<file path="src/sv/mtsd_pkg.sv">
// ---------------------------------------------------------------------------
// mtsd_pkg
// shared widths, reset values, controller states and the command and status
// structs that pass between the controller and the datapath
// ---------------------------------------------------------------------------
package mtsd_pkg;

    localparam int SAMPLE_W = 24;
    localparam int OUT_W    = 28;
    localparam int SPC_W    = 10;

    localparam logic [SPC_W-1:0] SPACING_RESET = 10'd256;

    typedef enum logic [4:0] {
        ST_CLEAR = 5'b00001,
        ST_IDLE  = 5'b00010,
        ST_TAP   = 5'b00100,
        ST_WRITE = 5'b01000,
        ST_DONE  = 5'b10000
    } t_state;

    typedef struct packed {
        logic load;
        logic tap;
        logic acc;
        logic clr_wr;
        logic frm_wr;
        logic push;
    } t_cmd;

    typedef struct packed {
        logic pos_last;
    } t_sts;

endpackage

</file>
<file path="src/sv/mtsd_ctrl.sv">
// ---------------------------------------------------------------------------
// mtsd_ctrl
// sequencer: history clear, frame request intake, one tap read per cycle,
// history write and result hand-off to the output register
// ---------------------------------------------------------------------------
module mtsd_ctrl #(
    parameter int VOICES = 4
) (
    input  logic           i_clk,
    input  logic           i_rst_n,
    input  logic           i_in_valid,
    output logic           o_in_stall,
    output logic           o_out_valid,
    input  logic           i_out_stall,
    input  mtsd_pkg::t_sts i_sts,
    output mtsd_pkg::t_cmd o_cmd
);

    localparam int VW = (VOICES > 1) ? $clog2(VOICES) : 1;

    mtsd_pkg::t_state r_state, n_state;
    logic [VW-1:0]    r_voice, n_voice;
    logic             r_out_valid, n_out_valid;
    mtsd_pkg::t_cmd   cmd;

    always_comb begin
        n_state     = r_state;
        n_voice     = r_voice;
        n_out_valid = r_out_valid && i_out_stall;
        cmd         = '0;
        unique case (r_state)
            mtsd_pkg::ST_CLEAR: begin
                cmd.clr_wr = 1'b1;
                if (i_sts.pos_last) begin
                    n_state = mtsd_pkg::ST_IDLE;
                end
            end
            mtsd_pkg::ST_IDLE: begin
                if (i_in_valid) begin
                    cmd.load = 1'b1;
                    n_voice  = '0;
                    n_state  = mtsd_pkg::ST_TAP;
                end
            end
            mtsd_pkg::ST_TAP: begin
                cmd.tap = 1'b1;
                cmd.acc = (r_voice != '0);
                if (r_voice == VW'(VOICES - 1)) begin
                    n_state = mtsd_pkg::ST_WRITE;
                end else begin
                    n_voice = r_voice + VW'(1);
                end
            end
            mtsd_pkg::ST_WRITE: begin
                cmd.acc    = 1'b1;
                cmd.frm_wr = 1'b1;
                n_state    = mtsd_pkg::ST_DONE;
            end
            mtsd_pkg::ST_DONE: begin
                if (!r_out_valid || !i_out_stall) begin
                    cmd.push    = 1'b1;
                    n_out_valid = 1'b1;
                    n_state     = mtsd_pkg::ST_IDLE;
                end
            end
            default: begin
                n_state = mtsd_pkg::ST_CLEAR;
            end
        endcase
    end

    always_ff @(posedge i_clk) begin
        if (!i_rst_n) begin
            r_state     <= mtsd_pkg::ST_CLEAR;
            r_voice     <= '0;
            r_out_valid <= 1'b0;
        end else begin
            r_state     <= n_state;
            r_voice     <= n_voice;
            r_out_valid <= n_out_valid;
        end
    end

    assign o_in_stall  = (r_state != mtsd_pkg::ST_IDLE);
    assign o_out_valid = r_out_valid;
    assign o_cmd       = cmd;

endmodule

</file>
<file path="config.mk">
export PLATFORM = sky130hd
export DESIGN_NAME = mtsd_ctrl
export DESIGN_NICKNAME = d
export VERILOG_FILES = /design/src/sv/mtsd_pkg.sv /design/src/sv/mtsd_ctrl.sv
export SDC_FILE = /design/constraint.sdc
export NUM_CORES = 1
export LEC_CHECK = 0
export ABC_AREA = 1
export BUFFER_PORTS_ARGS = -buffer_cell sky130_fd_sc_hd__clkbuf_2
export CAP_MARGIN = 20
export CORE_AREA = 8 8 45 47
export CTS_BUF_LIST = sky130_fd_sc_hd__clkbuf_8
export DETAILED_ROUTE_END_ITERATION = 7
export DIE_AREA = 0 0 53 55
export PLACE_DENSITY = 0.58
export SLEW_MARGIN = 25
export SYNTH_ARGS = -nofsm -noshare
export SYNTH_HDL_FRONTEND = slang
export SYNTH_SLANG_ARGS = --single-unit
</file>
<file path="constraint.sdc">
create_clock -name i_clk -period 2.5 [get_ports i_clk]
set_input_delay 0.25 -clock i_clk [delete_from_list [all_inputs] [get_ports i_clk]]
set_output_delay 0.25 -clock i_clk [all_outputs]
set_load 0.02 [all_outputs]
</file>
==> results of run 1 <==
-- state kept, by name, summed over array words and instances, names as in the netlist --
| register | cells |
|---|---|
| o_out_valid | 1 |
| r_state | 5 |
| r_voice | 2 |
-- cell usage after synthesis --
master	n
inv_1	16
nand2_1	9
nor2_1	9
dfxtp_1	8
nand4_1	5
a21oi_1	4
nor2_2	4
ha_1	2
nand3_1	2
o21ai_0	2
nand3_2	1
nand4_2	1
nor2_4	1
nor3_1	1
o21ai_2	1
-- kinds of logic after synthesis --
| kind of cell | Yosys count | share of synthesized area |
|---|---|---|
| AOI/OAI and AO/OA | 7 | 0.0849 |
| adders and majority gates | 2 | 0.0548 |
| buffers and inverters | 16 | 0.132 |
| DFF | 8 | 0.351 |
| and+or+nand+nor | 33 | 0.378 |
-- power by group --
part / internal, mW / switching [mW] / leakage, nW
clock: 0.104 / 0.0463 / 0.0216
sequential: 0.140 / 0.0132 / 0.0650
combinational: 0.0395 / 0.0751 / 0.223
total: 0.284 / 0.135 / 0.309
-- through the flow --
stage,worst slack [ns],cells
floorplan,1.10,66
global placement,1.18,94
detailed placement,1.13,94
CTS,0.884,97
global route,0.790,97
finish,0.875,97
-- layer usage --
metal	part of all wire	global-route usage	wire length, um
met3	0.083	0.0321	85
met2	0.45	0.131	465
met4	0.011	0.0517	11
met1	0.45	0.0917	460
met5	0	0	0
-- worst max-delay path by stage --
stage / start / end / slack [ns] / depth (start not counted)
4_1_cts: r_state[0] / o_cmd[3] / 0.88 / 4
5_1_grt: r_state[0] / o_cmd[3] / 0.79 / 4
3_5_place_dp: r_state[0] / o_cmd[3] / 1.13 / 4
6_report: r_state[0] / o_cmd[3] / 0.87 / 4
3_3_place_gp: r_state[0] / o_cmd[3] / 1.18 / 4
2_1_floorplan: r_state[0] / o_cmd[3] / 1.10 / 3
-- layout make-up --
cell class | count | area, sq um | area share
Timing Repair Buffer | 12 | 60.1 | 0.104
Sequential cell | 8 | 160 | 0.277
Inverter | 16 | 60.1 | 0.104
Clock buffer | 3 | 41.3 | 0.0714
Multi-Input combinational cell | 42 | 236 | 0.409
Tap cell | 16 | 20.0 | 0.0346
-- worst max-delay path, stage by stage, from the launching register on --
cell	delay (ns)
dfxtp_1	0.33
nor2_2	0.23
nand3_1	0.19
o21ai_0	0.21
clkbuf_2	0.20
==> run summary, run 1 <==
status - complete, no violations
Clock Skews - 0.00329 ns
headroom to the max-slew limit - 0.825
Crit. End Element - output port
kind of critical path - reg -> out
# diodes - 0
total track usage - 0.0827
overall power - 0.418 mW
Max H-tree Level - 1
CTS sink count - 8
synth warn - 0
Peak VDD IR - 305 uV
Die Span X - 53 um
gpl congestion - 0.783
worst hold slack - 0.254 ns
setup slack, reg-to-reg - 1.35 ns
worst r2r path cells - 7
RSZ-0062 raised after global routing - false
Worst Hold Class - in -> reg
most common cell after layout, fill and taps aside - inv_1
Arr. time, crit path - 1.38 ns
critical-path maximum fanout - 5
DP Wirelength - 837 um
Critical Path Source Type - register
fin crit period - 1.63 ns
Worst Hold End - r_state[0]
pwr/cell area - 723 nW/um^2
Starting Density - 0.330
CTS tree - yes
vias per std cell - 4.65
R2R Path End - r_voice[1]
Nets - 90
Max Slew Vio Count - 0
most frequent cells in the layout - inv_1 (16), clkbuf_2 (12), nand2_1 (9), nor2_1 (9), dfxtp_1 (8)
slew at the pin closest to its max-slew limit - 0.262 ns
setup TNS - 0 ns
synth unique cells - 15
CTS root buf - clkbuf_8
Syn Inst Count - 66
Clk Latency, worst-skew pair - 0.22 ns
DRT antenna net count - 0
Yosys top cell area share - 0.351
Seq/Total Area, Yosys - 0.351
largest net degree at the start of global routing - 8
Hold Vio Cnt, Final - 0
fill count - 153
post-CTS setup buffers - 0
Synth area leaders - dfxtp_1 (35%), inv_1 (13%), nand2_1 (7.4%)
Die Y - 55 um
port bufs - 12
TritonCTS buffer count - 3
Tcrit/Tclk final - 0.650
final WL - 1020 um
DRC viols - 0
Post-DP Area - 537 sq um
Synth Net Count - 73
Crit Reg-Reg Startpoint - r_state[1]
synthesized area per cell - 6.92 sq um
final setup fails - 0
worst hold start - i_rst_n
share of cells above drive strength 1 - 0.284
post-route cell area - 578 sq um
P_leak - 0.309 nW
PostCTS Resize Cnt - 0
hold depth - 2
Vias - 451
die area - 2920 sq um
Final Util - 0.418
initial antenna violation count - 0
I/O pin count - 13
area growth from synthesis to layout - 26.6%
max cap viols - 0
Reg clk slew, reported paths - 0.04 ns
first-pass GRT wire length - 1820 um
synthesis-stage register bit count - 8
CORE AREA - 1380 sq um
std cell rows - 14
# hold bufs at CTS - 0
Max clock buf depth - 2
Avg WL per Cell - 10.5 um
CP Data Required Time - 2.25 ns
Starting DRT DRC Count - 9
total grt overflow - 0
Synth Cell Area - 457 sq um
TritonRoute pass-1 iters - 4
Peak Freq - 0.615 GHz
post-synth top area cell - dfxtp_1
vias in the first global route - 431
No activity file was read; power rests on OpenSTA's default activity.
==> run 2, diff against run 1 <==
Settings changed: ABC_AREA 1 to 0, PLACE_DENSITY 0.58 to 0.6.
Clock period 2.5 ns to 1.6 ns, I/O delays scaled along.
==> run 2 against run 1 <==
Net effect:
- global-route usage is 1.0 points higher
- clock power increased by 61%
- worst hold slack worse by 0.068 ns
- flip-flop and latch count unchanged
- cell area up 5.4%
- via count unchanged
- largest cell class unchanged
- largest power group unchanged
==> run summary, run 2 <==
status - complete, no violations
Max H-tree Level - 1
max cap viols - 0
top-count cell post-synth - dfxtp_1
Peak Freq - 0.668 GHz
DP Wirelength - 868 um
port bufs - 12
synthesis-stage register bit count - 8
CTS sink count - 8
vias in the first global route - 433
CTS tree - yes
Async SR Flop Fraction - 0
synth warn - 0
setup slack, reg-to-reg - 0.29 ns
initial antenna violation count - 0
CP Data Required Time - 1.44 ns
Arr. time, crit path - 1.34 ns
TritonCTS buffer count - 3
Synth area leaders - dfxtp_1 (33%), ha_1 (5.1%), inv_1 (3.9%)
Nets - 79
Crit. End Element - output port
Non-Filler Instances - 86
vias per std cell - 5.24
critical-path maximum fanout - 7
max reg flops - 5
final setup fails - 0
CTS root buf - clkbuf_8
worst r2r path cells - 4
Post-DP Area - 553 sq um
RSZ-0062 raised after global routing - false
Hold Vio Cnt, Final - 0
Starting Density - 0.352
Peak VDD IR - 466 uV
Worst Hold Class - in -> reg
DRC viols - 0
most frequent cells in the layout - clkbuf_2 (11), inv_1 (5), dfxtp_1 (5)
post-route cell area - 609 sq um
headroom to the max-slew limit - 0.826
Die Span X - 53 um
most common flop cell mapped by yosys - dfxtp_1
Clk Latency, worst-skew pair - 0.23 ns
Syn Inst Count - 57
I/O pin count - 13
Vias - 451
placed insts - 82
fill count - 149
Tcrit/Tclk final - 0.936
Post-synth EDFFs - 0
setup TNS - 0 ns
Post-synth top cells - dfxtp_1 (8), inv_1 (5), nand2_1 (4), nor2_1 (4)
total grt overflow - 0
Clock Skews - 0.00595 ns
die area - 2920 sq um
slew at the pin closest to its max-slew limit - 0.260 ns
final WL - 1160 um
# diodes - 0
area growth from synthesis to layout - 25.2%
hold depth - 2
post-synth top area cell - dfxtp_1
Starting DRT DRC Count - 3
most common cell after layout, fill and taps aside - clkbuf_2
R2R Path End - r_voice[1]
Crit Reg-Reg Startpoint - r_state[4]
Largest Register - r_state
# hold bufs at CTS - 0
largest net degree at the start of global routing - 11
TritonRoute pass-1 iters - 4
Max clock buf depth - 2
P_leak - 0.271 nW
Seq/Total Area, Yosys - 0.329
share of cells above drive strength 1 - 0.357
Yosys top cell area share - 0.329
Max Slew Vio Count - 0
CP startpoint - r_state[4]
CORE AREA - 1380 sq um
DRT antenna net count - 0
gpl congestion - 0.728
Reg clk slew, reported paths - 0.04 ns
Synth Cell Area - 487 sq um
overall power - 0.763 mW
fin crit period - 1.50 ns
kind of critical path - reg -> out
Synth Net Count - 64
Die Y - 55 um
pwr/cell area - 1250 nW/um^2
Avg WL per Cell - 13.5 um
synth unique cells - 30
Critical Path Source Type - register
std cell rows - 14
worst hold start - i_sts
synthesized area per cell - 8.54 sq um
total track usage - 0.0930
first-pass GRT wire length - 1940 um
Worst Hold End - r_state[0]
## run 2: through the flow
stage          setup WS, ns   util  hold slack (ns)
6_report              0.103  0.440            0.186
5_1_grt             0.00525  0.440            0.187
3_5_place_dp          0.221  0.400            0.429
3_3_place_gp          0.219  0.400            0.427
4_1_cts              0.0415  0.435            0.187
2_1_floorplan         0.151      -            0.291
## run 2: worst max-delay path, cell delays in order, from the launching register on
cell,delay (ns)
dfxtp_1,0.37
nor4_2,0.32
and3_2,0.24
clkbuf_2,0.17
## run 2: cells by family after synthesis
kind of cell               share of synthesized area
DFF                                            0.329
buffers and inverters                         0.0668
and+or+nand+nor                                0.308
xor gates and xnor gates                      0.0360
adders and majority gates                     0.0514
AOI/OAI and AO/OA                              0.208
## run 2: final cells by class
cell class,instances,area [sq um],share of cell area
timing repair buffer,13,67.6,0.111
multi-input combinational,41,298,0.489
sequential,8,164,0.269
tap,16,20.0,0.0329
inverter,5,18.8,0.0308
clock buffer,3,41.3,0.0678
## run 2: power breakdown
part	total [mW]	internal [mW]	switching, mW
registers	0.287	0.227	0.0594
logic	0.235	0.108	0.128
clock network	0.241	0.163	0.0785
total	0.763	0.498	0.266
## run 2: what timing repair did
action,in CTS,in global routing
setup buffers,1,0
endpoints found under the setup margin,2,2
gates resized for setup,0,6
pin swaps,1,1
## run 2: how the worst max path moves through the flow
stage,cells past startpoint,slack (ns),to
detailed placement,4,0.22,o_cmd[0]
CTS,4,0.04,o_cmd[3]
finish,3,0.10,o_cmd[5]
global route,4,0.005,o_cmd[0]
floorplan,4,0.15,o_cmd[3]
global placement,4,0.22,o_cmd[0]
## run 2: metal layers
layer,GRT usage,part of all wire,vias up,wire (um)
met2,0.125,0.42,10,488
met4,0.0647,0.0078,0,9
li1,-,-,233,-
met1,0.119,0.51,206,594
met3,0.0348,0.058,2,67
met5,0,0,-,0
==> run 3, diff against run 2 <==
Settings changed: CORE_AREA 8 8 45 47 to not set, CORE_MARGIN set to 8, CORE_UTILIZATION set to 30, DIE_AREA 0 0 53 55 to not set, PLACE_DENSITY 0.6 to 0.51.
==> run 3 against run 2 <==
Net effect:
- core utilization fell by 3.8 points
- sequential power about the same
- fmax hardly changed
- global-route usage is 1.7 points lower
- critical path type unchanged
- register-to-register slack about the same
- non-clock buffer count stayed put
- flip-flop and latch count is the same
- via count fell by 0.89%
- highest routed layer unchanged
- total power up 1.4%
==> run summary, run 3 (same netlist as run 2, synthesis figures left out) <==
CTS sink count - 8
metal2 WL - 493 um
share of cells above drive strength 1 - 0.329
die area - 3170 sq um
Peak VDD IR - 767 uV
std cell rows - 14
DRT antenna net count - 0
DRC viols - 0
Nets - 79
Hold Vio Cnt, Final - 0
TritonCTS buffer count - 3
CTS tree - yes
gpl congestion - 0.733
# diodes - 0
Critical Path Source Type - register
initial antenna violation count - 0
total track usage - 0.0763
max cap viols - 0
Worst Hold Class - in -> reg
first-pass GRT wire length - 1940 um
Vias - 447
fin crit period - 1.50 ns
max reg flops - 5
max layer used - met4
Tcrit/Tclk final - 0.935
largest net degree at the start of global routing - 11
area growth from synthesis to layout - 24.7%
final setup fails - 0
port bufs - 12
CORE AREA - 1510 sq um
Max Slew Vio Count - 0
Arr. time, crit path - 1.34 ns
total grt overflow - 0
Crit. End Element - output port
headroom to the max-slew limit - 0.784
Clock Skews - 0.00809 ns
Reg clk slew, reported paths - 0.05 ns
# hold bufs at CTS - 0
Avg WL per Cell - 13.6 um
most common cell after layout, fill and taps aside - clkbuf_2
slowest cell on the critical path - dfxtp_1
CTS root buf - clkbuf_8
P_leak - 0.271 nW
Die Y - 56.3 um
most frequent cells in the layout - clkbuf_2 (11), dfxtp_1 (6), inv_1 (5)
fill count - 166
setup TNS - 0 ns
Peak Freq - 0.668 GHz
I/O pin count - 13
Largest Register - r_state
metal3 WL - 66 um
overall power - 0.774 mW
Starting DRT DRC Count - 7
Clk Latency, worst-skew pair - 0.23 ns
Max H-tree Level - 1
CP Data Required Time - 1.44 ns
status - complete, no violations
pwr/cell area - 1280 nW/um^2
RSZ-0062 raised after global routing - false
kind of critical path - reg -> out
Max clock buf depth - 2
vias per std cell - 5.20
vias in the first global route - 425
DP Wirelength - 914 um
DRT met1 WL - 592 um
slew at the pin closest to its max-slew limit - 0.323 ns
final WL - 1170 um
critical-path maximum fanout - 7
max incr delay on CP - 0.38 ns
crit-path cells - nor4_2, and3_2, clkbuf_2
Die Span X - 56.3 um
Starting Density - 0.323
TritonRoute pass-1 iters - 4
-- run 3: cell count changes in the layout (fill, tap and decap cells not counted) --
| cell | change |
|---|---|
| dfxtp_1 | +1 |
| a21oi_2 | -1 |
| dfxtp_2 | -1 |
| buf_2 | -1 |
| buf_4 | +1 |
| a21oi_1 | +1 |
-- run 3: worst max-delay path: cells and delay by family (launching register included) --
family,cells,cell delay (ns)
DFF,1,0.38
buffers and inverters,1,0.17
and+or+nand+nor,2,0.55
-- run 3: cell type report --
class,count,area (sq um),share of cell area
Clock buffer,3,41.3,0.0680
Inverter,5,18.8,0.0309
Multi-Input combinational cell,41,294,0.485
Sequential cell,8,163,0.268
Tap cell,16,20.0,0.0330
Timing Repair Buffer,13,70.1,0.115
-- run 3: worst paths after layout --
kind,from,end,slack [ns],depth (start not counted)
setup / recovery,r_state[4],o_cmd[5],0.10,3
hold / removal,i_sts,r_state[0],0.18,2
setup reg to reg,r_voice[0],r_voice[0],0.28,5
hold reg to reg,r_voice[1],r_voice[1],0.52,1
-- run 3: layer usage --
metal / global-route usage / vias up
li1: - / 228
met1: 0.0883 / 206
met2: 0.109 / 11
met3: 0.0472 / 2
met4: 0.0309 / 0
met5: 0 / -
-- run 3: where the power goes --
part	internal (mW)	switching (mW)	total, mW	leakage (nW)
Sequential	0.227	0.0577	0.285	0.0650
Combinational	0.111	0.129	0.240	0.185
Clock	0.164	0.0856	0.249	0.0216
-- run 3: timing repair --
| item | 4_1_cts | 5_1_grt |
|---|---|---|
| pin swaps | 1 | 1 |
| setup endpoints to repair | 2 | 2 |
| setup buffers | 1 | 0 |
| resized for setup | 0 | 5 |
-- run 3: metrics by stage --
step           instance area [sq um]  cells  hold slack, ns  utilization  worst slack, ns
2_1_floorplan                    487     57           0.291            -            0.151
3_3_place_gp                     553     82           0.430        0.367            0.225
3_5_place_dp                     553     82           0.432        0.367            0.220
4_1_cts                          602     86           0.189        0.400           0.0327
5_1_grt                          607     86           0.203        0.403          0.00304
6_report                         607     86           0.184        0.403            0.104
